[src/sv/jddm_pkg.sv]
// Shared types and constants for the joystick differential drive mixer.
package jddm_pkg;

	typedef enum logic [2:0] {
		REG_FWD_CENTER  = 3'd0,
		REG_SIDE_CENTER = 3'd1,
		REG_FULL_SCALE  = 3'd2,
		REG_REV_LIMIT   = 3'd3,
		REG_DEADZONE    = 3'd4,
		REG_GAP         = 3'd5
	} cfg_idx_t;

	localparam logic [29:0] CORDIC_INV_GAIN = 30'd652032875;
	localparam logic [30:0] ANGLE_ONE = 31'h40000000;

	localparam logic [30:0] ATAN_TABLE [24] = '{
		31'd536870912, 31'd316933406, 31'd167458907, 31'd85004756,
		31'd42667331, 31'd21354465, 31'd10679838, 31'd5340245,
		31'd2670163, 31'd1335087, 31'd667544, 31'd333772,
		31'd166886, 31'd83443, 31'd41722, 31'd20861,
		31'd10430, 31'd5215, 31'd2608, 31'd1304,
		31'd652, 31'd326, 31'd163, 31'd81
	};

	typedef struct packed {
		logic neg;
		logic nz;
		logic ovf;
	} div_flags_t;

	typedef struct packed {
		logic signed [7:0] long_p;
		logic signed [7:0] lat_p;
		logic              rev;
		logic              x_nz;
		logic              x_neg;
		logic              y_pos;
		logic              y_neg;
	} mix_side_t;

endpackage

[src/sv/jddm_cordic_cell.sv]
// One CORDIC vectoring cell that performs a single micro-rotation per cycle while en is high.
module jddm_cordic_cell #(
	parameter int XY_W  = 22,
	parameter int SHIFT = 0
) (
	input  logic                     clk,
	input  logic                     en,
	input  logic signed [XY_W-1:0]   x_i,
	input  logic signed [XY_W-1:0]   y_i,
	input  logic signed [31:0]       z_i,
	input  jddm_pkg::mix_side_t      side_i,
	output logic signed [XY_W-1:0]   x_q,
	output logic signed [XY_W-1:0]   y_q,
	output logic signed [31:0]       z_q,
	output jddm_pkg::mix_side_t      side_q
);

	logic signed [XY_W-1:0] xs;
	logic signed [XY_W-1:0] ys;
	logic signed [31:0]     ang;

	always_comb begin
		xs  = x_i >>> SHIFT;
		ys  = y_i >>> SHIFT;
		ang = $signed({1'b0, jddm_pkg::ATAN_TABLE[SHIFT]});
	end

	always_ff @(posedge clk) begin
		if (en) begin
			if (!y_i[XY_W-1]) begin
				x_q <= x_i + ys;
				y_q <= y_i - xs;
				z_q <= z_i + ang;
			end else begin
				x_q <= x_i - ys;
				y_q <= y_i + xs;
				z_q <= z_i - ang;
			end
			side_q <= side_i;
		end
	end

endmodule
[config.mk]
export PLATFORM = sky130hd
export DESIGN_NAME = jddm_cordic_cell
export DESIGN_NICKNAME = d
export VERILOG_FILES = /design/src/sv/jddm_pkg.sv /design/src/sv/jddm_cordic_cell.sv
export SDC_FILE = /design/constraint.sdc
export NUM_CORES = 1
export LEC_CHECK = 0
export ABC_CLOCK_PERIOD_IN_PS = 2500
export BUFFER_PORTS_ARGS = -buffer_cell sky130_fd_sc_hd__buf_2
export CORE_UTILIZATION = 45
export CTS_CLUSTER_DIAMETER = 200
export DETAILED_ROUTE_END_ITERATION = 7
export PLACE_DENSITY = 0.73
export SYNTH_ARGS = -nofsm -noshare
export SYNTH_HDL_FRONTEND = slang
export SYNTH_SLANG_ARGS = --single-unit
[constraint.sdc]
create_clock -name clk -period 2.5 [get_ports clk]
set_input_delay 0.5 -clock clk [delete_from_list [all_inputs] [get_ports clk]]
set_output_delay 0.5 -clock clk [all_outputs]
set_load 0.02 [all_outputs]
Yosys cells after proc, flatten, opt, wreduce, memory -nomap -nowiden --
Cells that the tools add are included.
Word-level totals: flip-flop bits (word level) 97, output and inout bits 97
Operators by class: add/subtract/negate cells 5, muxes and demuxes 3
Operator list (count):
- $mux 22 | 2
- $sub 22x22->22 | 2
- $add 32x31->32 const B | 1
- $mux 32 | 1
- $sub 32x31->32 const B | 1
- $add 22x22->22 | 1

Logic depth before layout (Yosys ltp) --
Gate-level depths: netlist (run 1).
depth after elaboration 2, gate-level depth with buffers 10, mapped depth without buffers 10

Worst setup path before layout (run 1) --
OpenSTA, ideal clock, no wires.
path kind input-to-reg, start point input port x_i[6], end point register y_q[17] (data pin), data arrival time 2.378 ns, path slack -0.028 ns, stages 9, buffers on the path 0, cell sequence inv_1 > ha_1 > and3_1 > a221o_2 > nor2_2 > a221oi_2 > a31oi_1 > mux2_1 > nor3b_2
Between the ends: word-level cells in the longest chain between the ends 2, elaborated cells between the ends (all ways) 3
RTL lines:
- start: declaration | line jddm_cordic_cell.sv:8 | input logic signed [XY_W-1:0] x_i,
- $sub 22x22->22 or $add 22x22->22 (tied branches) | line jddm_cordic_cell.sv:32, jddm_cordic_cell.sv:36
- $mux 22 * | line jddm_cordic_cell.sv:30 | if (!y_i[XY_W-1]) begin
- end signal: assignment | line jddm_cordic_cell.sv:32 | y_q <= y_i - xs;
- end signal: assignment | line jddm_cordic_cell.sv:36 | y_q <= y_i + xs;
- end: declaration | line jddm_cordic_cell.sv:13 | output logic signed [XY_W-1:0] y_q,
Mark *: on every way between the ends. The rest lies on a longest branch, timed or not. A chain may end at the register's enable or synchronous reset.

Worst setup path in the final report (run 1) --
start point input port x_i[0], end point register x_q[20] (data pin)
Between the ends: word-level cells in the longest chain between the ends 2, elaborated cells between the ends (all ways) 3
RTL lines:
- $add 22x22->22 or $sub 22x22->22 (tied branches) | line jddm_cordic_cell.sv:31, jddm_cordic_cell.sv:35
- $mux 22 * | line jddm_cordic_cell.sv:30
- end signal: assignment | line jddm_cordic_cell.sv:31 | x_q <= x_i + ys;
- end signal: assignment | line jddm_cordic_cell.sv:35 | x_q <= x_i - ys;
- end: declaration | line jddm_cordic_cell.sv:12 | output logic signed [XY_W-1:0] x_q,
Marked as above.

==> impl_metrics.csv, run 1 <==
group,metric,value,unit
outcome,status,"finished with violations",
outcome,violations,"setup timing",
timing,rsz0062_at_grt,"true",
drt,wl,22800,um
die,die_h,126,um
global_route,grt_pass1_vias,6318,
drt,dr.first_iter.drc_count,707,
global_route,antenna_found_initial,2,
place,gp_congestion,0.976,
die,die_w,126,um
power_and_ir_drop,p_leak,4.75,nW
logic_synthesis,synthTopCellsByArea,"edfxtp_1 (42%), ha_1 (12%), xnor2_1 (4.4%)",
timing,fin_ws,-0.0344,ns
timing,fmax,395,MHz
logic_synthesis,synth.most_common_cell,"edfxtp_1",
power_and_ir_drop,p_per_area,531,nW/um^2
layout,fin_util,0.697,
drt,dr.pass1.iters,5,
place,place_area,9490,sq um
setup_path,cp-end-kind,"flop",
logic_synthesis,synth_top_area_cell,"edfxtp_1",
clocking,tritoncts,"done",
drt,drtAntennaViolNets,0,
layout,nNetsFinal,1229,
layout,layoutNonFillerInstCount,1247,
die,rows,44,
global_route,grt_start_max_net_pins,97,
die,core_area,14800,sq um
place,dp_hpwl,17600,um
setup_path,crit_fanout,3,
drt,vias,6869,
logic_synthesis,synthFlopType,"edfxtp_1",
layout,drive_gt1_frac,0.472,
timing,slew_headroom,0.636,
timing,period_share,1.01,
job,max_cap_viol_count,0,
setup_path,cp_data_arrival_time,2.61,ns
global_route,grt_first_pass_wirelength,33700,um
timing,fin_hold_ws,0.336,ns
place,port_buffers,195,
layout,final_area,10300,sq um
timing,worst_pin_slew,0.546,ns
timing,post-route-min-period,2.53,ns
place,dp_cells,1225,
die,io_pins,196,
logic_synthesis,synthCells,680,
clocking,cts_inserted_buffers,9,
logic_synthesis,async_reset_ff_frac,0,
logic_synthesis,ys_warn_count,0,
clocking,cts.sinks,96,
clocking,htree_levels,3,
timing,maxSlewViolCount,0,
timing,final.setup.tns,-0.0344,ns
power_and_ir_drop,net-switching-power,1.83,mW
drt,detail_route.wl_per_cell,18.3,um
layout,nFillCells,1195,
setup_path,worstPathRequired,2.58,ns
clocking,cts.path.max_buffers,2,
logic_synthesis,ys_ff_latch,96,
die,die_area,15900,sq um
setup_path,path_class,"input pin to flop",
global_route,grtUsageTotal,0.272,
power_and_ir_drop,internal_power,3.63,mW
layout,multiInputGateArea,4090,sq um
layout,seqCellArea,2880,sq um
logic_synthesis,avgSynthCellArea,10.2,sq um
power_and_ir_drop,switching_share,0.336,
power_and_ir_drop,pwr-share-comb,0.392,
min_path,hp-class,"input pin to flop",
timing,setup_viol,1,
logic_synthesis,netlist_area,6920,sq um
logic_synthesis,synth.top_cells.by_count,"edfxtp_1 (96), ha_1 (69), inv_1 (63), a21oi_1 (49), nor2_1 (42)",
logic_synthesis,ys_types,79,
layout,area_growth,48.5,%
power_and_ir_drop,peakVddDrop,0.396,mV
clocking,path_clk_slew,0.07,ns
power_and_ir_drop,clockPowerShare,0.228,
logic_synthesis,synth_top_area_frac,0.416,
logic_synthesis,synth_edf_count,96,
power_and_ir_drop,pwr-share-seq,0.380,
clocking,clockRootBuffer,"clkbuf_16",
die,start_util,0.469,
global_route,grt-ovfl-total,0,
logic_synthesis,seq_area_frac_synth,0.416,
clocking,ctsHoldBuffers,0,
drt,drcViolationCount,0,
logic_synthesis,synth_nets,852,
drt,vias_per_cell,5.51,
setup_path,cp-start-kind,"input pin",
timing,finalHoldViolations,0,
[final timing paths]
path / start / end / cells past startpoint
worst max-delay path: x_i[0] / x_q[20] / 12
worst min-delay path: z_i[18] / z_q[18] / 1
[what timing repair did]
| item | in CTS | in global routing |
|---|---|---|
| cloned | 0 | 0 |
| resized for setup | 20 | 82 |
| buffers inserted | 2 | 4 |
| setup endpoints to repair | 19 | 29 |
| pin swaps | 12 | 27 |
[layout make-up]
class / count / share of cell area
Clock buffer: 10 / 0.0223
Timing Repair Buffer: 393 / 0.247
Antenna cell: 1 / 0.000243
Sequential cell: 96 / 0.280
Inverter: 71 / 0.0264
Clock inverter: 6 / 0.00402
Tap cell: 184 / 0.0224
Multi-Input combinational cell: 486 / 0.398
[cell usage in the layout, fill, tap and decap left out, types with 9 or more instances in the layout]
cell,count
buf_4,193
buf_2,190
edfxtp_1,96
inv_1,56
ha_1,54
a21oi_1,44
nor2_1,39
xnor2_1,35
nand2_1,29
o21ai_0,28
a21o_1,20
nand3_1,13
ha_4,12
inv_2,11
nand2b_1,11
nor3_1,11
a211oi_1,10
a31oi_1,9
clkbuf_16,9
[registers in the layout, indices dropped and copies added, names as in the netlist]
signal	cells
x_q	21
z_q	32
y_q	22
side_q	21
[routing by layer]
metal / share of wire / global-route usage / up-vias
met5: 0.00040 / 0 / -
met4: 0.020 / 0.0702 / 2
met2: 0.47 / 0.439 / 340
met1: 0.43 / 0.382 / 3248
met3: 0.077 / 0.0412 / 37
li1: - / - / 3242
[through the flow]
| stage | setup slack [ns] | power (mW) |
|---|---|---|
| finish | -0.0344 | 5.46 |
| global route | -0.0917 | 5.70 |
| CTS | -0.0223 | 5.33 |
| detailed placement | -0.517 | 4.06 |
| global placement | -0.484 | 4.04 |
| floorplan | 0.00481 | 3.15 |
[kinds of logic (layout without fill, tap and decap cells)]
logic type               after synthesis  in the layout  share of synthesized area
adder cells (fa/ha/maj)               73             73                      0.136
buffers and inverters                 98            480                     0.0575
other                                  0              1                          0
XOR/XNOR                              38             38                     0.0481
flip-flops                            96             96                      0.416
AO/OA/AOI/OAI                        211            211                      0.215
multiplexers                           6              6                    0.00886
AND/OR/NAND/NOR                      158            158                      0.117
[critical path: stages]
cell and delay, ns:
buf_8 0.08, buf_6 0.11, inv_4 0.04, ha_4 0.15, fa_2 0.41, nor2b_2 0.15, o21ai_2 0.09, a2111o_1 0.41
o211ai_4 0.17, o21ai_4 0.12, a211oi_2 0.25, xnor2_1 0.12
[power by group through the flow]
stage / registers (mW) / logic (mW) / clock network (mW)
after floorplan: 2.36 / 0.793 / 0
after global placement: 2.11 / 1.93 / 0
after detailed placement: 2.11 / 1.95 / 0
after CTS: 2.08 / 1.99 / 1.26
after global routing: 2.09 / 2.28 / 1.33
final: 2.07 / 2.14 / 1.25
Power figures use the tool's default switching activity.
==> inputs of run 2 (changes only) <==
--- a/config.mk
+++ b/config.mk
@@ -7,10 +7,13 @@
 export LEC_CHECK = 0
 export ABC_CLOCK_PERIOD_IN_PS = 2500
 export BUFFER_PORTS_ARGS = -buffer_cell sky130_fd_sc_hd__buf_2
+export CAP_MARGIN = 25
+export CORE_MARGIN = 4
 export CORE_UTILIZATION = 45
 export CTS_CLUSTER_DIAMETER = 200
 export DETAILED_ROUTE_END_ITERATION = 7
 export PLACE_DENSITY = 0.73
+export SKIP_LAST_GASP = 1
 export SYNTH_ARGS = -nofsm -noshare
 export SYNTH_HDL_FRONTEND = slang
 export SYNTH_SLANG_ARGS = --single-unit
==> run 2 against run 1 <==
Compared with the run above: the run now ends clean; fmax increased by 2.5%; non-clock buffer count is 18 lower; combinational power fell by 4%; critical endpoint is now y_q[18].
==> impl_metrics.csv, run 2 (same netlist as run 1, synthesis figures left out) <==
group,metric,value,unit
setup_path,path_class,"input pin to flop",
clocking,tritoncts,"done",
layout,mostFrequentLayoutCells,"buf_2 (194), buf_4 (179), edfxtp_1 (96)",
layout,drive_gt1_frac,0.448,
global_route,grtUsageTotal,0.238,
global_route,antenna_found_initial,1,
clocking,htree_levels,3,
min_path,hold_path_depth,1,
timing,setup_viol,0,
job,max_cap_viol_count,0,
timing,worst_pin_slew,0.641,ns
place,dp_hpwl,17300,um
clocking,cts_inserted_buffers,9,
drt,dr.pass1.iters,6,
die,rows,45,
timing,maxSlewViolCount,0,
min_path,worstHoldEndpoint,"z_q[8]",
power_and_ir_drop,peakVddDrop,0.339,mV
power_and_ir_drop,p_leak,4.64,nW
drt,drtAntennaViolNets,0,
global_route,grt_start_max_net_pins,97,
drt,detail_route.wl_per_cell,17.4,um
setup_path,cp_data_arrival_time,2.55,ns
layout,top_regs,"z_q: 32 flops, y_q: 22 flops",
layout,largest_register_ffs,32,
layout,area_growth,44.5,%
layout,nFillCells,1212,
layout,fin_util,0.661,
drt,drcViolationCount,0,
timing,rsz0062_at_grt,"true",
timing,fin_ws,0.0286,ns
setup_path,worstPathRequired,2.58,ns
layout,nNetsFinal,1211,
timing,slew_headroom,0.570,
die,start_util,0.457,
setup_path,cp-start-kind,"input pin",
timing,fmax,405,MHz
min_path,worstHoldStart,"z_i[8]",
die,die_w,132,um
clocking,path_clk_slew,0.07,ns
setup_path,crit_fanout,3,
die,die_area,17400,sq um
global_route,grt-ovfl-total,0,
die,io_pins,196,
clocking,cts.path.max_buffers,2,
place,gp_congestion,0.969,
drt,vias,6566,
layout,max_flop_register,"z_q",
place,place_ws,-0.520,ns
global_route,grt_first_pass_wirelength,33500,um
timing,finalHoldViolations,0,
layout,diodes,0,
timing,period_share,0.989,
die,die_h,132,um
die,core_area,15100,sq um
setup_path,cp-end-kind,"flop",
outcome,status,"completed",
layout,seqCellArea,2880,sq um
layout,final_area,10000,sq um
place,place_area,9340,sq um
layout,layout_commonest_cell,"buf_2",
power_and_ir_drop,p_per_area,539,nW/um^2
global_route,grt_pass1_vias,6384,
place,port_buffers,195,
min_path,hp-class,"input pin to flop",
drt,dr.first_iter.drc_count,526,
power_and_ir_drop,total_power,5.40,mW
clocking,clockRootBuffer,"clkbuf_16",
layout,multiInputGateArea,3980,sq um
clocking,cts.sinks,96,
timing,post-route-min-period,2.47,ns
drt,vias_per_cell,5.33,
drt,wl,21400,um
==> run 2: report_power, final <==
part           switching (mW)  internal (mW)
logic                    1.18          0.882
registers              0.0521           2.02
clock network           0.581          0.684
total                    1.81           3.58
==> run 2: area by class of cell <==
class,count,share of cell area
tap,188,0.0235
clock inverter,7,0.00563
clock buffer,9,0.0225
multi-input combinational,486,0.398
timing repair buffer,375,0.235
sequential,96,0.288
inverter,71,0.0266
==> run 2: stage by stage <==
stage               TNS (ns)  std cells  hold WS (ns)
finish                     0       1232         0.337
global route          -0.116       1232         0.319
CTS                        0       1227         0.323
detailed placement    -10.21       1209         0.678
global placement       -9.49       1209         0.676
floorplan                  0        680         0.599
==> run 2: critical path, stage by stage <==
cell and delay [ns]:
buf_2 0.12, buf_4 0.13, ha_1 0.23, fa_2 0.39, nor2b_4 0.14, o21ai_2 0.10
a211o_1 0.33, nand3_2 0.13, o31ai_4 0.08, o32ai_2 0.29, xnor2_1 0.11
==> run 2: what timing repair did <==
item,CTS,global route
resized for setup,19,47
endpoints found under the setup margin,10,25
cloned,0,0
pin swaps,7,22
hold buffers,0,0
hold endpoints to repair,0,0
buffers inserted,2,5
==> run 2: how the worst max path moves through the flow <==
stage	start	end	slack (ns)
5_1_grt	x_i[11]	y_q[20]	-0.04
2_1_floorplan	x_i[10]	x_q[21]	0.005
3_5_place_dp	x_i[0]	x_q[14]	-0.52
6_report	x_i[0]	y_q[18]	0.03
3_3_place_gp	x_i[1]	y_q[7]	-0.54
4_1_cts	x_i[7]	x_q[18]	0.006
==> run 2: per-layer routing <==
| layer | track usage | wire length [um] | vias to the layer above | share of wire |
|---|---|---|---|---|
| met1 | 0.329 | 9460 | 3045 | 0.44 |
| met4 | 0.0578 | 266 | 2 | 0.012 |
| met5 | 0 | 17 | - | 0.00079 |
| li1 | - | - | 3208 | - |
| met2 | 0.393 | 10100 | 286 | 0.47 |
| met3 | 0.0401 | 1560 | 25 | 0.073 |
==> inputs of run 3 (changes only) <==
--- a/config.mk
+++ b/config.mk
@@ -5,6 +5,7 @@
 export SDC_FILE = /design/constraint.sdc
 export NUM_CORES = 1
 export LEC_CHECK = 0
+export ABC_AREA = 1
 export ABC_CLOCK_PERIOD_IN_PS = 2500
 export BUFFER_PORTS_ARGS = -buffer_cell sky130_fd_sc_hd__buf_2
 export CAP_MARGIN = 25
@@ -12,7 +13,7 @@
 export CORE_UTILIZATION = 45
 export CTS_CLUSTER_DIAMETER = 200
 export DETAILED_ROUTE_END_ITERATION = 7
-export PLACE_DENSITY = 0.73
+export PLACE_DENSITY = 0.72
 export SKIP_LAST_GASP = 1
 export SYNTH_ARGS = -nofsm -noshare
 export SYNTH_HDL_FRONTEND = slang
==> run 3 against run 2 <==
Compared with the run above: fmax grew 15%; final cell count grew 22%; routed wire length grew 5.0%; power shrank 5.6%; area after synthesis grew 12%; synthesized cell count grew 54%; hold slack lost 0.0048 ns; via count grew 13%; global-route usage shrank 0.94 points; clock-buffer cell count grew 1; non-clock buffer count shrank 126; sequential power shrank 2%; highest routed layer is now met4.
==> impl_metrics.csv, run 3 <==
group,metric,value,unit
outcome,status,"completed",
logic_synthesis,ys_types,38,
timing,fin_ws,0.353,ns
timing,final.setup.tns,0,ns
logic_synthesis,ys_warn_count,0,
layout,diodes,0,
timing,period_share,0.859,
clocking,path_clk_slew,0.07,ns
setup_path,cp_slowest_cell,"ha_1",
drt,drcViolationCount,0,
logic_synthesis,synth_nets,1221,
global_route,grt-ovfl-total,0,
layout,mostFrequentLayoutCells,"nand2_1 (357), buf_2 (194), inv_1 (182)",
power_and_ir_drop,peakVddDrop,0.299,mV
setup_path,crit_chain,"buf_2, inv_1, ha_1, o21ai_0, a21oi_1, inv_1, a21oi_1, nand3_1, nand3_1, nand2_1",
clocking,htree_levels,3,
clocking,cts.path.max_buffers,2,
drt,dr.pass1.iters,5,
drt,drtAntennaViolNets,0,
setup_path,cpPeakStageDelay,0.47,ns
die,rows,47,
global_route,antenna_found_initial,0,
logic_synthesis,synth_edf_count,96,
job,max_cap_viol_count,0,
place,dp_hpwl,19300,um
layout,top_regs,"z_q: 32 flops, y_q: 22 flops",
timing,fin_hold_ws,0.332,ns
die,start_util,0.464,
clocking,ctsResizeCount,0,
min_path,hp-class,"input pin to flop",
clocking,cts_setup_buffers,0,
logic_synthesis,synth.top_cells.by_count,"nand2_1 (357), inv_1 (182), nand3_1 (98), edfxtp_1 (96), ha_1 (69)",
logic_synthesis,synthFlopType,"edfxtp_1",
drt,wl,22500,um
global_route,grtUsageTotal,0.229,
setup_path,path_class,"input pin to flop",
logic_synthesis,synth_top_area_frac,0.372,
die,die_h,139,um
global_route,grt_pass1_vias,6901,
drt,detail_route.wl_per_cell,14.9,um
layout,fin_util,0.568,
die,io_pins,196,
global_route,grt_start_max_net_pins,45,
layout,area_growth,22.3,%
power_and_ir_drop,p_leak,5.10,nW
logic_synthesis,synthTopCellsByArea,"edfxtp_1 (37%), nand2_1 (17%), ha_1 (11%)",
place,port_buffers,195,
timing,finalHoldViolations,0,
die,die_area,19400,sq um
logic_synthesis,synth.most_common_cell,"nand2_1",
logic_synthesis,synth_top_area_cell,"edfxtp_1",
logic_synthesis,netlist_area,7750,sq um
drt,dr.first_iter.drc_count,509,
timing,worst_pin_slew,0.451,ns
layout,max_flop_register,"z_q",
setup_path,cp_data_arrival_time,2.24,ns
timing,maxSlewViolCount,0,
layout,drive_gt1_frac,0.230,
die,core_area,16700,sq um
place,place_ws,0.00325,ns
setup_path,worstPathRequired,2.59,ns
setup_path,cp-end-kind,"flop",
layout,nNetsFinal,1452,
drt,vias_per_cell,4.93,
setup_path,cp-start-kind,"input pin",
clocking,cts.sinks,96,
power_and_ir_drop,p_per_area,537,nW/um^2
clocking,tritoncts,"done",
global_route,grt_first_pass_wirelength,35800,um
setup_path,crit_fanout,9,
timing,fmax,466,MHz
layout,largest_register_ffs,32,
logic_synthesis,synthCells,1049,
logic_synthesis,avgSynthCellArea,7.39,sq um
place,gp_congestion,0.958,
logic_synthesis,async_reset_ff_frac,0,
clocking,clockRootBuffer,"clkbuf_16",
logic_synthesis,ys_ff_latch,96,
timing,setup_viol,0,
drt,vias,7424,
layout,layout_commonest_cell,"nand2_1",
logic_synthesis,seq_area_frac_synth,0.372,
die,die_w,139,um
timing,slew_headroom,0.699,
timing,post-route-min-period,2.15,ns
clocking,cts_inserted_buffers,9,
timing,rsz0062_at_grt,"false",
clocking,ctsHoldBuffers,0,
-- run 3: cell count changes after synthesis, sizes merged, moves of 15 or more --
cell	before	now
xnor2	35	1
nand2	30	364
inv	69	186
a21o	20	0
nand3	18	99
a211oi	15	0
nor2	43	64
-- run 3: area by class of cell --
type / instances / area [sq um]
fillers: 1652 / 7220
multi-input cells: 738 / 3950
flip-flops and latches: 96 / 2880
repair buffers: 249 / 1400
inverters: 186 / 698
well taps: 220 / 275
clock buffers: 10 / 229
clock inverters: 6 / 50.0
-- run 3: power breakdown --
group / switching (mW) / internal [mW]
logic: 1.17 / 0.614
registers: 0.0395 / 1.98
clock network: 0.596 / 0.689
-- run 3: worst max-delay path, delay by kind of cell --
kind | cells | cell delay, ns
AO/OA/AOI/OAI | 3 | 0.72
adder cells (fa/ha/maj) | 1 | 0.47
buffers and inverters | 3 | 0.22
AND/OR/NAND/NOR | 3 | 0.31
-- run 3: final timing paths --
path | to | startpoint | cells past startpoint | slack, ns
setup / recovery | y_q[15] | x_i[10] | 10 | 0.35
hold / removal | side_q[6] | side_i[6] | 1 | 0.33
-- run 3: metrics by stage --
stage	cells	power [mW]	area, sq um
2_1_floorplan	1049	3.17	7750
3_3_place_gp	1489	3.82	9200
3_5_place_dp	1489	3.84	9200
4_1_cts	1505	5.13	9480
5_1_grt	1505	5.42	9480
6_report	1505	5.09	9480
-- run 3: per-layer routing --
layer | GRT usage | routed length [um]
met2 | 0.385 | 10500
met5 | 0 | 0
met3 | 0.0305 | 1500
met4 | 0.0443 | 240
met1 | 0.320 | 10300
-- run 3: cell families after synthesis --
| logic type | synth area share |
|---|---|
| AOI/OAI and AO/OA | 0.0693 |
| xor gates and xnor gates | 0.0136 |
| adders and majority gates | 0.122 |
| buffers and inverters | 0.118 |
| DFF | 0.372 |
| muxes | 0.00129 |
| and+or+nand+nor | 0.304 |
