$ cat src/sv/jddm_pkg.sv
// Shared types and constants for the joystick differential drive mixer.
package jddm_pkg;

	typedef enum logic [2:0] {
		REG_FWD_CENTER  = 3'd0,
		REG_SIDE_CENTER = 3'd1,
		REG_FULL_SCALE  = 3'd2,
		REG_REV_LIMIT   = 3'd3,
		REG_DEADZONE    = 3'd4,
		REG_GAP         = 3'd5
	} cfg_idx_t;

	localparam logic [29:0] CORDIC_INV_GAIN = 30'd652032875;
	localparam logic [30:0] ANGLE_ONE = 31'h40000000;

	localparam logic [30:0] ATAN_TABLE [24] = '{
		31'd536870912, 31'd316933406, 31'd167458907, 31'd85004756,
		31'd42667331, 31'd21354465, 31'd10679838, 31'd5340245,
		31'd2670163, 31'd1335087, 31'd667544, 31'd333772,
		31'd166886, 31'd83443, 31'd41722, 31'd20861,
		31'd10430, 31'd5215, 31'd2608, 31'd1304,
		31'd652, 31'd326, 31'd163, 31'd81
	};

	typedef struct packed {
		logic neg;
		logic nz;
		logic ovf;
	} div_flags_t;

	typedef struct packed {
		logic signed [7:0] long_p;
		logic signed [7:0] lat_p;
		logic              rev;
		logic              x_nz;
		logic              x_neg;
		logic              y_pos;
		logic              y_neg;
	} mix_side_t;

endpackage

$ cat src/sv/jddm_div_cell.sv
// One restoring division cell that resolves a single quotient bit per cycle while en is high.
module jddm_div_cell #(
	parameter int FRAC_BITS = 15
) (
	input  logic                     clk,
	input  logic                     en,
	input  logic [15:0]              divisor,
	input  logic [15:0]              rem_i,
	input  logic [FRAC_BITS:0]       low_i,
	input  logic [FRAC_BITS:0]       quo_i,
	input  jddm_pkg::div_flags_t     flags_i,
	output logic [15:0]              rem_q,
	output logic [FRAC_BITS:0]       low_q,
	output logic [FRAC_BITS:0]       quo_q,
	output jddm_pkg::div_flags_t     flags_q
);

	logic [16:0] trial;
	logic [16:0] diff;
	logic        ge;

	always_comb begin
		trial = {rem_i, low_i[FRAC_BITS]};
		diff  = trial - {1'b0, divisor};
		ge    = trial >= {1'b0, divisor};
	end

	always_ff @(posedge clk) begin
		if (en) begin
			rem_q   <= ge ? diff[15:0] : trial[15:0];
			low_q   <= {low_i[FRAC_BITS-1:0], 1'b0};
			quo_q   <= {quo_i[FRAC_BITS-1:0], ge};
			flags_q <= flags_i;
		end
	end

endmodule

$ cat config.mk
export PLATFORM = sky130hd
export DESIGN_NAME = jddm_div_cell
export DESIGN_NICKNAME = d
export VERILOG_FILES = /design/src/sv/jddm_pkg.sv /design/src/sv/jddm_div_cell.sv
export SDC_FILE = /design/constraint.sdc
export NUM_CORES = 1
export LEC_CHECK = 0
export BUFFER_PORTS_ARGS = -buffer_cell sky130_fd_sc_hd__buf_2
export CAP_MARGIN = 20
export CORE_MARGIN = 4
export CORE_UTILIZATION = 24
export DETAILED_ROUTE_END_ITERATION = 10
export GPL_ROUTABILITY_DRIVEN = 0
export PLACE_DENSITY = 0.55
export SLEW_MARGIN = 40
export SYNTH_ARGS = -nofsm -noshare
export SYNTH_HDL_FRONTEND = slang
export SYNTH_SLANG_ARGS = --single-unit
export TNS_END_PERCENT = 5
$ cat constraint.sdc
create_clock -name clk -period 2.4 [get_ports clk]
set_clock_uncertainty 0.05 [all_clocks]
set_input_delay 0.12 -clock clk [delete_from_list [all_inputs] [get_ports clk]]
set_output_delay 0.12 -clock clk [all_outputs]
set_load 0.02 [all_outputs]
Word-level counts from Yosys, hierarchy flattened
Cells that the tools add are included.

Output and inout port bits: 51. Register bits after elaboration: 50. Word-level logic and storage cells: 9.

Multiplexer cells: 1. Magnitude comparators: 1. Add/subtract/negate cells: 1.

Operator list (number): greater-or-equal comparator 17 x 16 -> 1 bit (1); 2-to-1 mux 16 bit (1); subtractor 16 bit (1).

Depth between registers and ports, before layout
Gate-level depths: netlist (run 1).

Depth in word-level cells: 2. Depth in mapped cells: 10. Mapped depth without buffers: 9.

Worst setup path before layout (run 1)
No wires, ideal clock.

Path type: input-to-reg. Start: in divisor[4]. End: reg rem_q[10] (data pin). Cell stages on the path: 9. Arrival: 2.024 ns. Slack: 0.065 ns. Path buffers: 1. Data required time: 2.090 ns. Library setup time: 0.260 ns. Cells stage by stage: inv_1 ha_1 a211oi_1 o211ai_1 o21ai_2 o211ai_2 a31oi_4 buf_6 mux2_4.

Word-level cells in the longest chain between the ends: 2. Elaborated cells between the ends (all ways): 3. Classes of those cells: 1 x add/sub; 1 x order compare; 1 x mux.

Ends and longest elaborated chain: start, declared (line jddm_div_cell.sv:7) `input logic [15:0] divisor,`; subtractor 16 bit or greater-or-equal comparator 17 x 16 -> 1 bit (tied branches) (line jddm_div_cell.sv:24, jddm_div_cell.sv:25); 2-to-1 mux 16 bit (*) (line jddm_div_cell.sv:30) `rem_q <= ge ? diff[15:0] : trial[15:0];`; end signal, assigned (line jddm_div_cell.sv:30); end, declared (line jddm_div_cell.sv:12) `output logic [15:0] rem_q,`.

Every way passes the cells marked *; elsewhere a longest branch is shown, timed or not. A chain may end at the register's enable or synchronous reset.

Worst setup path in the final report (run 1)
Start: in divisor[4]. End: reg rem_q[7] (data pin).

The elaborated chain is that of the path after synthesis.

==> flow_results.org, run 1 <==
** Worst setup path
- The worst setup path is launched from an input port.
- Worst-path maximum fanout :: 16
- The worst setup path is captured at a flip-flop.
- WP data required :: 2.41 ns
- Arrival time worst endpoint :: 2.13 ns
- The critical path in this run is classified as in2reg.

** Power
- Cell area power density :: 591 nW/um^2
- VDD sags by at most 0.000427 V.
- The analysis attributes to cell leakage a power of 0.00185 uW.

** Detailed routing
- The first detailed-routing pass ran for 4 iterations.
- Vias/cell :: 4.17
- In this run the remaining antenna-violating nets after routing total 0.
- After detailed routing, the average wire length per cell comes to 13.8 um.
- For this run, design rule violations remaining after detail routing come to 0.
- Total number of vias :: 2209
- The first routing iteration left 117 violations.
- Summed over all layers, the routed wires come to 7.33 mm.

** Clocking
- The H-tree was split into 2 levels.
- Number of buffers created by CTS :: 5
- Root cell of the clock tree :: sky130_fd_sc_hd__clkbuf_8
- CTS max path bufs :: 2
- Clock-pin slew was measured on the worst setup and hold paths at 0.10 ns.
- TritonCTS built the clock tree.
- Clock sinks :: 50

** Layout
- The final layout contains 475 nets.
- For this run, the number of standard cells in the final layout without fillers is 530.
- The layout has 1086 filler cells.
- Area growth from synthesis to layout :: 52.7%
- In the final layout, the share of cells above drive strength 1 is 0.441.
- The repair_antennas step left the layout with diodes totalling 0.

** Placement
- Buffers placed on the I/O ports in this run total 117.
- Summed over all nets, the half-perimeter wirelength after detailed placement is 5.73 mm.
- DP Cell Count :: 489

** Synthesis
- Syn. warnings :: 0
- #FFs+latches synth :: 50
- After synthesis, the share of flip-flops with an asynchronous set or reset is 0.
- Synthesis produced 207 cells.
- Register area share after synthesis :: 0.565
- Among all flip-flop cells after synthesis, the most frequent one is sky130_fd_sc_hd__edfxtp_1.
- After synthesis the cells add up to 2660 um^2.
- Counting distinct cell types in the post-synthesis netlist gives 40.
- Avg Synthesized Cell Area :: 12.8 um^2
- Number of synthesized flops with an enable pin :: 50
- Post-Syn Nets :: 293

** Floorplan
- Measured along the y axis, the die boundary spans 113 um.
- During I/O placement, the number of pins put on the boundary was 120.
- The total area inside the core boundary comes to 10800 um^2.
- The die is 113 um wide.
- The floorplan step defined a die boundary enclosing 12800 um^2.
- Initial standard-cell utilization of the core :: 0.245
- Row Count :: 38

** Timing
- Dividing the final minimum period by the clock period gives 0.883.
- Setup violations remaining at the end of the flow were counted as 0.
- Setup repair after global routing left no endpoint under its margin.
- For the finished layout, the period the worst path requires is 2.12 ns.
- On the final layout, the worst hold slack is 0.0724 ns.
- The number of hold violations in the final report came to 0.
- The number of pins exceeding their max-slew limit in the final report was 0.
- Setup_tns :: 0 ns
- Timing would allow up to 472 MHz.

** Run
- The tool flagged a number of max-cap violations equal to 0.

** Worst hold path
- Type of the most critical hold path :: in2reg

** GRT
- The number of antenna violations at the first check in global routing came to 0.
- Global-route wire length before repair :: 11.2 mm
- Maximum number of pins on one net before global-route repair :: 21
- The total overflow left after global routing is 0.
- Vias in the first global route :: 2210
- In the global route stage, overall resource usage came out at 0.113.

** Status
- Status :: complete, no violations
## report_power, final
group | switching [uW] | internal (uW) | total [uW]
logic | 373 | 336 | 709
clock network | 288 | 311 | 600
registers | 19.7 | 1070 | 1090
## per-stage QoR
step / setup slack (ns) / util / instance area [um^2] / total power (uW)
CTS: 0.261 / 0.374 / 4060 / 2440
floorplan: 0.0653 / - / 2660 / 1520
global placement: -0.0805 / 0.334 / 3620 / 1780
detailed placement: -0.0776 / 0.334 / 3620 / 1780
global route: 0.146 / 0.374 / 4060 / 2540
finish: 0.281 / 0.374 / 4060 / 2400
## flip-flops by register name, summed over array words and instances (netlist names)
| signal | flops |
|---|---|
| flags_q | 3 |
| quo_q | 16 |
| low_q | 15 |
| rem_q | 16 |
## cells in the final DEF, fill, tap and decap left out, types with 2 or more instances in the layout
cell type                       synthesis  routed
sky130_fd_sc_hd__nor2_1                12      12
sky130_fd_sc_hd__dlygate4sd3_1          0      33
sky130_fd_sc_hd__inv_1                 22      22
sky130_fd_sc_hd__xnor2_1                6       6
sky130_fd_sc_hd__mux2_4                 6       6
sky130_fd_sc_hd__xor2_1                 3       3
sky130_fd_sc_hd__mux2i_1                2       2
sky130_fd_sc_hd__edfxtp_1              50      50
sky130_fd_sc_hd__buf_4                  3      29
sky130_fd_sc_hd__mux2_2                 7       7
sky130_fd_sc_hd__o31a_1                 2       2
sky130_fd_sc_hd__clkbuf_8               0       5
sky130_fd_sc_hd__o21a_1                 3       3
sky130_fd_sc_hd__buf_2                  0     117
sky130_fd_sc_hd__nand2_1                8       8
sky130_fd_sc_hd__o21ai_0               12      12
sky130_fd_sc_hd__nand4_1                2       2
sky130_fd_sc_hd__nor2b_1                3       3
sky130_fd_sc_hd__nand3_1                3       3
sky130_fd_sc_hd__a211oi_1               5       5
sky130_fd_sc_hd__ha_1                  16      16
sky130_fd_sc_hd__a21oi_1               14      14
sky130_fd_sc_hd__a21boi_0               2       2
sky130_fd_sc_hd__a21o_1                 7       7
## area by class of cell
type	count	area, um^2	area share
Clock inverter	2	37.5	0.00925
Sequential cell	50	1500	0.370
Inverter	22	82.6	0.0204
Clock buffer	6	72.6	0.0179
Tap cell	140	175	0.0432
Timing Repair Buffer	180	1150	0.284
Multi-Input combinational cell	130	1030	0.255
## repair_timing
action,4_1_cts,5_1_grt
hold buffers,33,0
endpoints found under the hold margin,33,0
resized for setup,0,0
setup buffers,0,0
## layer usage
layer  up-vias  track usage  share of wire
met5         -            0              0
met4         0       0.0385          0.014
met3         6       0.0348          0.099
met2       100        0.189           0.44
met1       975        0.137           0.45
li1       1128            -              -
## cells by family (layout without fill, tap and decap cells)
group / after synthesis / count (layout) / synth area share
AO/OA/AOI/OAI: 55 / 55 / 0.142
XOR/XNOR: 9 / 9 / 0.0297
adder cells (fa/ha/maj): 17 / 17 / 0.0829
buffers and inverters: 27 / 210 / 0.0457
flip-flops: 50 / 50 / 0.565
multiplexers: 15 / 15 / 0.0711
other: 1 / 1 / 0.00141
AND/OR/NAND/NOR: 33 / 33 / 0.0621
## critical path, cell delays in order
cell and delay (ns):
sky130_fd_sc_hd__buf_2 0.08, sky130_fd_sc_hd__inv_1 0.04, sky130_fd_sc_hd__ha_1 0.30, sky130_fd_sc_hd__a211oi_1 0.32, sky130_fd_sc_hd__o211ai_1 0.19, sky130_fd_sc_hd__o21ai_2 0.18, sky130_fd_sc_hd__o211ai_2 0.13, sky130_fd_sc_hd__a31oi_4 0.22
sky130_fd_sc_hd__buf_12 0.19, sky130_fd_sc_hd__mux2_2 0.35
## cell usage after synthesis, types with 2 or more instances
library cell / count / area share
sky130_fd_sc_hd__a21boi_0: 2 / 0.0056
sky130_fd_sc_hd__nand4_1: 2 / 0.0047
sky130_fd_sc_hd__o21ai_0: 12 / 0.023
sky130_fd_sc_hd__mux2_2: 7 / 0.030
sky130_fd_sc_hd__a21oi_1: 14 / 0.026
sky130_fd_sc_hd__buf_4: 3 / 0.0085
sky130_fd_sc_hd__o31a_1: 2 / 0.0066
sky130_fd_sc_hd__mux2i_1: 2 / 0.0075
sky130_fd_sc_hd__nor2_1: 12 / 0.017
sky130_fd_sc_hd__ha_1: 16 / 0.075
sky130_fd_sc_hd__xnor2_1: 6 / 0.020
sky130_fd_sc_hd__a21o_1: 7 / 0.020
sky130_fd_sc_hd__nand2_1: 8 / 0.011
sky130_fd_sc_hd__nor2b_1: 3 / 0.0071
sky130_fd_sc_hd__xor2_1: 3 / 0.0099
sky130_fd_sc_hd__a211oi_1: 5 / 0.014
sky130_fd_sc_hd__mux2_4: 6 / 0.034
sky130_fd_sc_hd__nand3_1: 3 / 0.0056
sky130_fd_sc_hd__edfxtp_1: 50 / 0.56
sky130_fd_sc_hd__inv_1: 22 / 0.031
sky130_fd_sc_hd__o21a_1: 3 / 0.0085
## worst paths after layout
path,slack (ns),endpoint,start,cells after the start
setup / recovery,0.28,rem_q[7],divisor[4],10
hold / removal,0.07,rem_q[9],rem_i[8],2
Note: power is estimated with default switching activity, not from simulation.
==> run 2: changes to the inputs <==
Settings changed: ABC_AREA from default to 1, PLACE_DENSITY 0.55 to 0.54.
==> run 2 against run 1 <==
Global-route usage decreased by 0.73 points. Highest routed layer unchanged. Final area is 0.31% higher. Combinational power shrank 10%. Sequential share of layout area shrank 0.11 points. Critical path type unchanged. Utilization down 1.9 points. Critical endpoint is now rem_q[14]. Non-clock buffer count fell by 28.
==> flow_results.org, run 2 <==
** Placement
- Post-DP HPWL :: 5.79 mm
- Input and output buffers added on the ports amount to 117.

** Floorplan
- In this run the vertical extent of the chip is 117 um.
- I/O pin total :: 120
- The total area inside the core boundary comes to 11500 um^2.
- The die is 117 um wide.
- For this configuration, the core starts out at a cell density of 0.247.
- After floorplanning, the core was divided into 39 placement rows.
- Die Outline Area :: 13600 um^2

** Worst setup path
- The critical path goes through buf_2 -> inv_1 -> ha_1 -> a21oi_1 -> nor2_1 -> nor2_1 -> nand2_1 -> nor2_1 -> nand2_2 -> inv_1 -> nand2_1 -> nand2_1.
- In this design, the stage delay of the slowest critical-path cell is 0.41 ns.
- The worst setup path is of the in2reg kind.
- Data on the critical path arrives at its endpoint at 1.80 ns.
- Max stage delay cell, worst path :: sky130_fd_sc_hd__inv_1
- WP data required :: 2.51 ns
- Sort of element at the start of the critical path :: input port
- Of all nets on the critical path, the largest fanout is 14.
- The worst setup path is captured at a flip-flop.

** Layout
- The library cell used most frequently in the layout, excluding fill and tap cells, is sky130_fd_sc_hd__nand2_1.
- Most frequent cells in the layout :: sky130_fd_sc_hd__nand2_1 (120), sky130_fd_sc_hd__buf_2 (117), sky130_fd_sc_hd__inv_1 (60)
- Once layout is complete, the utilization of the core stands at 0.355.
- The filler cells instantiated in the layout total 1189.
- Number of nets at the end of the flow :: 562
- Ratio of cells with drive above 1 in the final layout :: 0.281
- Summing all multi-input logic gate instances after layout gives 1050 um^2.
- Inserted Diodes :: 0
- The area growth from synthesis to layout is 43.7%.
- The largest registers in the layout are quo_q x16, rem_q x16, low_q x15.
- Sequential standard cell area :: 1500 um^2

** Synthesis
- The cell area that synthesis handed to floorplanning was 2830 um^2.
- Dominant synthesized flop cell :: sky130_fd_sc_hd__edfxtp_1
- During synthesis, Yosys emitted a total of 0 warnings.
- Avg Synthesized Cell Area :: 8.82 um^2
- Cell with the most instances after synthesis :: sky130_fd_sc_hd__nand2_1
- Biggest area consumer among synthesized cells :: sky130_fd_sc_hd__edfxtp_1
- In the synthesized netlist the async set-or-reset flop fraction comes to 0.
- The share of synthesized area in the top cell type comes to 0.530.
- Post-synth cell types :: 24
- Of the synthesized area, sequential elements account for 0.530.
- In the post-synthesis netlist, the biggest area contributors are sky130_fd_sc_hd__edfxtp_1 (53%), sky130_fd_sc_hd__nand2_1 (16%), sky130_fd_sc_hd__inv_1 (8.0%).
- Cell count after synthesis :: 321
- Post-Syn Nets :: 407
- Number of synthesized flops with an enable pin :: 50
- Cell types with the highest counts after synthesis :: sky130_fd_sc_hd__nand2_1 (120), sky130_fd_sc_hd__inv_1 (60), sky130_fd_sc_hd__edfxtp_1 (50)
- Counting flops and latches in the post-synthesis netlist gives 50.

** Detailed routing
- Remaining antenna violation count after routing :: 0
- After detailed routing, the number of vias per cell comes to 4.07.
- DRT Pass-1 Iters :: 4
- For this run, design rule violations remaining after detail routing come to 0.
- The first routing iteration left 181 violations.
- Across all layers, the routed design uses 2521 vias.
- After detailed routing, the average wire length per cell comes to 11.7 um.
- Final Routed Wirelength :: 7.25 mm

** GRT
- Global-route usage over all layers :: 0.105
- Global-route wire length before repair :: 11.3 mm
- Number of antenna violations at the first check in global routing :: 0
- Vias in the first global route :: 2454
- Entering global routing, the biggest net connects 29 pins.
- GRT Residual Overflow :: 0

** Status
- Status :: complete, no violations

** Timing
- Count of endpoints failing setup in the final report :: 0
- Slew Viols, Final :: 0
- In this run the tightest slew margin relative to its limit is 0.601.
- Worst Max-Slew Pin Slew :: 0.598 ns
- The routed design could run at a clock period as short as 1.69 ns.
- For the final routed database, the setup TNS stands at 0 ns.
- In the finished design, the share of the clock period the worst path needs comes to 0.704.
- Final hold violation count :: 0
- Achievable frequency :: 592 MHz
- RSZ-0062 raised after global routing :: false

** Clocking
- Clock H-tree levels :: 2
- Clock sinks :: 50
- The number of clock buffers added by TritonCTS is 5.
- CTS max path bufs :: 2
- Post-CTS repair changed the size of 0 cells.
- In this run the clock root is driven by a sky130_fd_sc_hd__clkbuf_16.
- TritonCTS built the clock tree.
- Clock transition at the registers of the reported paths :: 0.07 ns

** Run
- Max capacitance violation total :: 0

** Worst hold path
- The min-delay analysis places its worst path in the category in2reg.

** Power
- The worst-case IR drop observed on VDD is 0.000429 V.
- Leak Pwr :: 0.00209 uW
- Summing internal, switching and leakage power gives 2520 uW.
- Cell area power density :: 620 nW/um^2
-- run 2: cell count changes in the layout (fill, tap and decap cells not counted), sizes merged, moves of 5 or more --
cell | previous run | this run
buf | 147 | 119
nand3 | 3 | 19
inv | 22 | 60
o21ai | 13 | 2
mux2 | 13 | 0
a21o | 7 | 0
nand2 | 8 | 122
nor2 | 12 | 19
xnor2 | 6 | 1
a211oi | 5 | 0
a21oi | 14 | 9
-- run 2: final cells by class --
class                      count  area share
inverter                      60      0.0553
clock inverter                 2     0.00922
multi-input combinational    207       0.259
tap                          143      0.0440
sequential                    50       0.369
timing repair buffer         152       0.232
clock buffer                   6      0.0317
-- run 2: power by group --
part           internal, uW  switching (uW)  total (uW)
clock                   492             307         800
sequential             1070            18.9        1090
combinational           247             388         635
total                  1810             714        2520
-- run 2: kinds of logic after synthesis --
group                      after synthesis  share of synthesized area
and+or+nand+nor                        171                      0.253
buffers and inverters                   64                     0.0972
DFF                                     50                      0.530
adders and majority gates               17                     0.0778
AOI/OAI and AO/OA                       12                     0.0221
xor gates and xnor gates                 6                     0.0186
other                                    1                    0.00132
-- run 2: metrics by stage --
stage / cell area, um^2 / cells / hold slack, ns / worst slack, ns
after floorplan: 2830 / 321 / 0.169 / 0.744
final: 4070 / 620 / 0.0628 / 0.710
after global routing: 4070 / 620 / 0.0696 / 0.508
after detailed placement: 3570 / 579 / 0.248 / 0.406
after CTS: 4070 / 620 / 0.0581 / 0.703
after global placement: 3570 / 579 / 0.247 / 0.425
-- run 2: routing by layer --
layer | routed length, um | part of all wire | vias to the layer above | GRT usage
met4 | 113 | 0.016 | 0 | 0.0352
met1 | 3080 | 0.43 | 1111 | 0.121
li1 | - | - | 1326 | -
met5 | 0 | 0 | - | 0
met3 | 526 | 0.073 | 8 | 0.0223
met2 | 3530 | 0.49 | 76 | 0.193
-- run 2: worst max-delay path, delay by kind of cell --
kind	cells	cell delay [ns]
simple gates	7	0.57
buf+inv	3	0.53
fa+ha+maj	1	0.33
compound gates	1	0.25
-- run 2: path summary, 6_finish.rpt --
| kind | from | cells after the start | end |
|---|---|---|---|
| setup / recovery | divisor[14] | 12 | rem_q[14] |
| hold / removal | rem_i[2] | 3 | rem_q[3] |
-- run 2: repair_timing --
action                                  in CTS  in global routing
endpoints found under the hold margin       33                  0
hold buffers                                33                  0
endpoints found under the setup margin       0                  0
buffers inserted                             0                  0
==> run 3: changes to the inputs <==
Clock period 2.4 ns to 1.38 ns, I/O delays scaled along.
==> run 3 against run 2 <==
The flow now finishes with violations (negative hold slack, negative setup slack). Worst setup slack got worse by 0.73 ns. Routed wire length rose by 11%. Critical path type unchanged. Worst hold slack worse by 0.070 ns. Final area rose by 20%. Die area unchanged. Largest cell class unchanged. Highest routed layer unchanged. Sequential power grew 73%. Clock power increased by 50%. First-iteration DRC count fell by 17%. Clock-buffer cell count is 1 lower. Global-route usage up 0.74 points. Critical endpoint is now rem_q[11].
==> flow_results.org, run 3 (synthesis results as in run 2) <==
** Status
- The checks that failed: negative hold slack, negative setup slack.
- The run finished, with violations left.

** Placement
- The wire-length estimate of the detail-placed layout is 6.23 mm.
- Post-DP Area :: 4140 um^2
- IO buf count :: 117

** Worst setup path
- WP data required :: 1.38 ns
- Arrival time worst endpoint :: 1.40 ns
- On the worst path, the slowest cell contributes a delay of 0.30 ns.
- Among the stages of the critical path, the cell type that occurs most often is sky130_fd_sc_hd__nand2_4.
- Path type of the worst setup path :: in2reg
- Worst-path maximum fanout :: 5
- The worst setup path is captured at a flip-flop.
- The number of buffers and inverters on the critical path is 3.
- The worst setup path is launched from an input port.
- Family of cells with the greatest summed delay on the critical path :: simple AND/OR/NAND/NOR gates
- Max stage delay cell, worst path :: sky130_fd_sc_hd__ha_4
- The critical path goes through buf_2 -> ha_4 -> nand2_4 -> nor2_2 -> nand3_2 -> nand3_2 -> nand2_2 -> nand2_4 -> inv_4 -> buf_8 -> nand2_4 -> nand2_2.

** Detailed routing
- For this run, design rule violations remaining after detail routing come to 0.
- Remaining antenna violation count after routing :: 0
- Dividing the detail-routed via count by the number of cells gives 4.11.
- Violation count after the first detailed-route iteration :: 151
- Across all layers, the routed design uses 2723 vias.
- Summed over all layers, the routed wires come to 8.06 mm.
- WL/cell :: 12.2 um
- The first detailed-routing pass ran for 4 iterations.

** Timing
- Crit path time final :: 1.40 ns
- Slew Viols, Final :: 0
- The number of hold violations in the final report came to 1.
- RSZ-0062 raised after global routing :: true
- Of the available clock period, the critical path in the final layout requires 1.01.
- Setup_tns :: -0.0762 ns
- Achievable frequency :: 714 MHz
- Final worst hold slack :: -0.00724 ns
- Final critical-path setup slack :: -0.0200 ns
- Setup violations remaining at the end of the flow were counted as 7.

** Worst hold path
- Min-delay src :: rem_i[13]
- Counting instances, the worst hold path has a depth of 3.
- The worst hold path belongs to the class in2reg.
- For hold timing, the worst endpoint is rem_q[14].

** Power
- Peak VDD IR :: 0.000525 V
- Leak Pwr :: 0.00237 uW
- Proportion of total power due to net switching :: 0.301
- NetSw :: 1400 uW
- Cell area power density :: 948 nW/um^2
- Clock share of power :: 0.258
- The internal power of the cells totals 3240 uW.
- Logic gate share of total power :: 0.334
- Seq pwr share :: 0.408

** Clocking
- Root cell of the clock tree :: sky130_fd_sc_hd__clkbuf_16
- In this run, CTS created clock tree buffers numbering 5.
- CTS max path bufs :: 2
- Clock sinks :: 50
- The clock tree synthesis step divided the H-tree into 2 levels.
- Clock transition at the registers of the reported paths :: 0.07 ns
- TritonCTS built the clock tree.

** Layout
- Count of fill cells added during filler insertion :: 1120
- Summed area of non-filler cells in the final layout :: 4890 um^2
- Area growth from synthesis to layout :: 72.7%
- The largest registers in the layout are quo_q x16, rem_q x16, low_q x15.
- The library cells used most frequently in the layout, excluding fill and tap cells, are sky130_fd_sc_hd__buf_2 (113), sky130_fd_sc_hd__nand2_1 (77), sky130_fd_sc_hd__edfxtp_1 (50).
- The library cell used most frequently in the layout, excluding fill and tap cells, is sky130_fd_sc_hd__buf_2.
- For this run, the post-layout net count is 605.
- In the final layout, the multi-input gates occupy 1490 um^2.
- Ratio of cells with drive above 1 in the final layout :: 0.513
- 0 antenna diodes ended up in the layout.
- In the final layout, flip-flops and latches occupy 1500 um^2.

** Floorplan
- Initial standard-cell utilization of the core :: 0.247
- The floorplan step set the die height to 117 um.
- For this design the top-level I/O count stands at 120.
- Core Footprint :: 11500 um^2
- After floorplanning, the core was divided into 39 placement rows.
- The die covers 13600 um^2.
- Die Wd :: 117 um

** GRT
- The number of antenna violations at the first check in global routing is 0.
- Global-route usage over all layers :: 0.113
- The first global-routing pass estimated 12.0 mm of wire.
- GRT Residual Overflow :: 0
- Vias in the first global route :: 2677
- Entering global routing, the biggest net connects 38 pins.

** Run
- Max capacitance violation total :: 0
run 3: per-stage QoR:
step / worst slack, ns / instances / util / total power, uW
floorplan: -0.0879 / 321 / - / 2710
global placement: -0.343 / 619 / 0.361 / 3260
detailed placement: -0.360 / 619 / 0.361 / 3270
CTS: -0.00455 / 659 / 0.404 / 4590
global route: -0.123 / 662 / 0.427 / 4920
finish: -0.0200 / 662 / 0.427 / 4640
run 3: layer usage:
metal  track usage  up-vias  part of all wire
li1              -     1410                 -
met1         0.136     1227              0.43
met2         0.199       80              0.48
met3        0.0269        6             0.078
met4        0.0352        0             0.012
met5             0        -                 0
run 3: layout make-up:
cell class,count,area share
timing repair buffer,195,0.276
sequential,50,0.307
clock inverter,2,0.00307
tap,143,0.0366
clock buffer,5,0.0256
multi-input combinational,207,0.305
inverter,60,0.0471
run 3: power by group through the flow:
| stage | logic [uW] | registers (uW) | clock network [uW] |
|---|---|---|---|
| finish | 1550 | 1890 | 1200 |
| global route | 1700 | 1910 | 1300 |
| CTS | 1440 | 1900 | 1260 |
| detailed placement | 1340 | 1930 | 0 |
| global placement | 1330 | 1930 | 0 |
| floorplan | 570 | 2140 | 0 |
run 3: worst max path at each step:
| stage | startpoint | endpoint | slack [ns] | cells past startpoint |
|---|---|---|---|---|
| after floorplan | divisor[6] | rem_q[12] | -0.09 | 14 |
| after global placement | rem_i[3] | rem_q[15] | -0.34 | 12 |
| after detailed placement | rem_i[3] | rem_q[11] | -0.36 | 12 |
| after CTS | rem_i[13] | rem_q[11] | -0.005 | 11 |
| after global routing | divisor[9] | rem_q[15] | -0.12 | 13 |
| final | rem_i[7] | rem_q[11] | -0.02 | 12 |
run 3: timing repair:
| action | 4_1_cts | 5_1_grt |
|---|---|---|
| endpoints found under the setup margin | 16 | 16 |
| pin swaps | 7 | 34 |
| endpoints found under the hold margin | 33 | 0 |
| gates resized for setup | 6 | 69 |
| hold buffers | 33 | 0 |
| setup buffers | 0 | 3 |
| gates cloned | 0 | 0 |
run 3: tightest hold or removal path, cell delays in order:
cell and delay, ns:
sky130_fd_sc_hd__buf_6 0.08, sky130_fd_sc_hd__nand2_2 0.04, sky130_fd_sc_hd__nand2_1 0.04
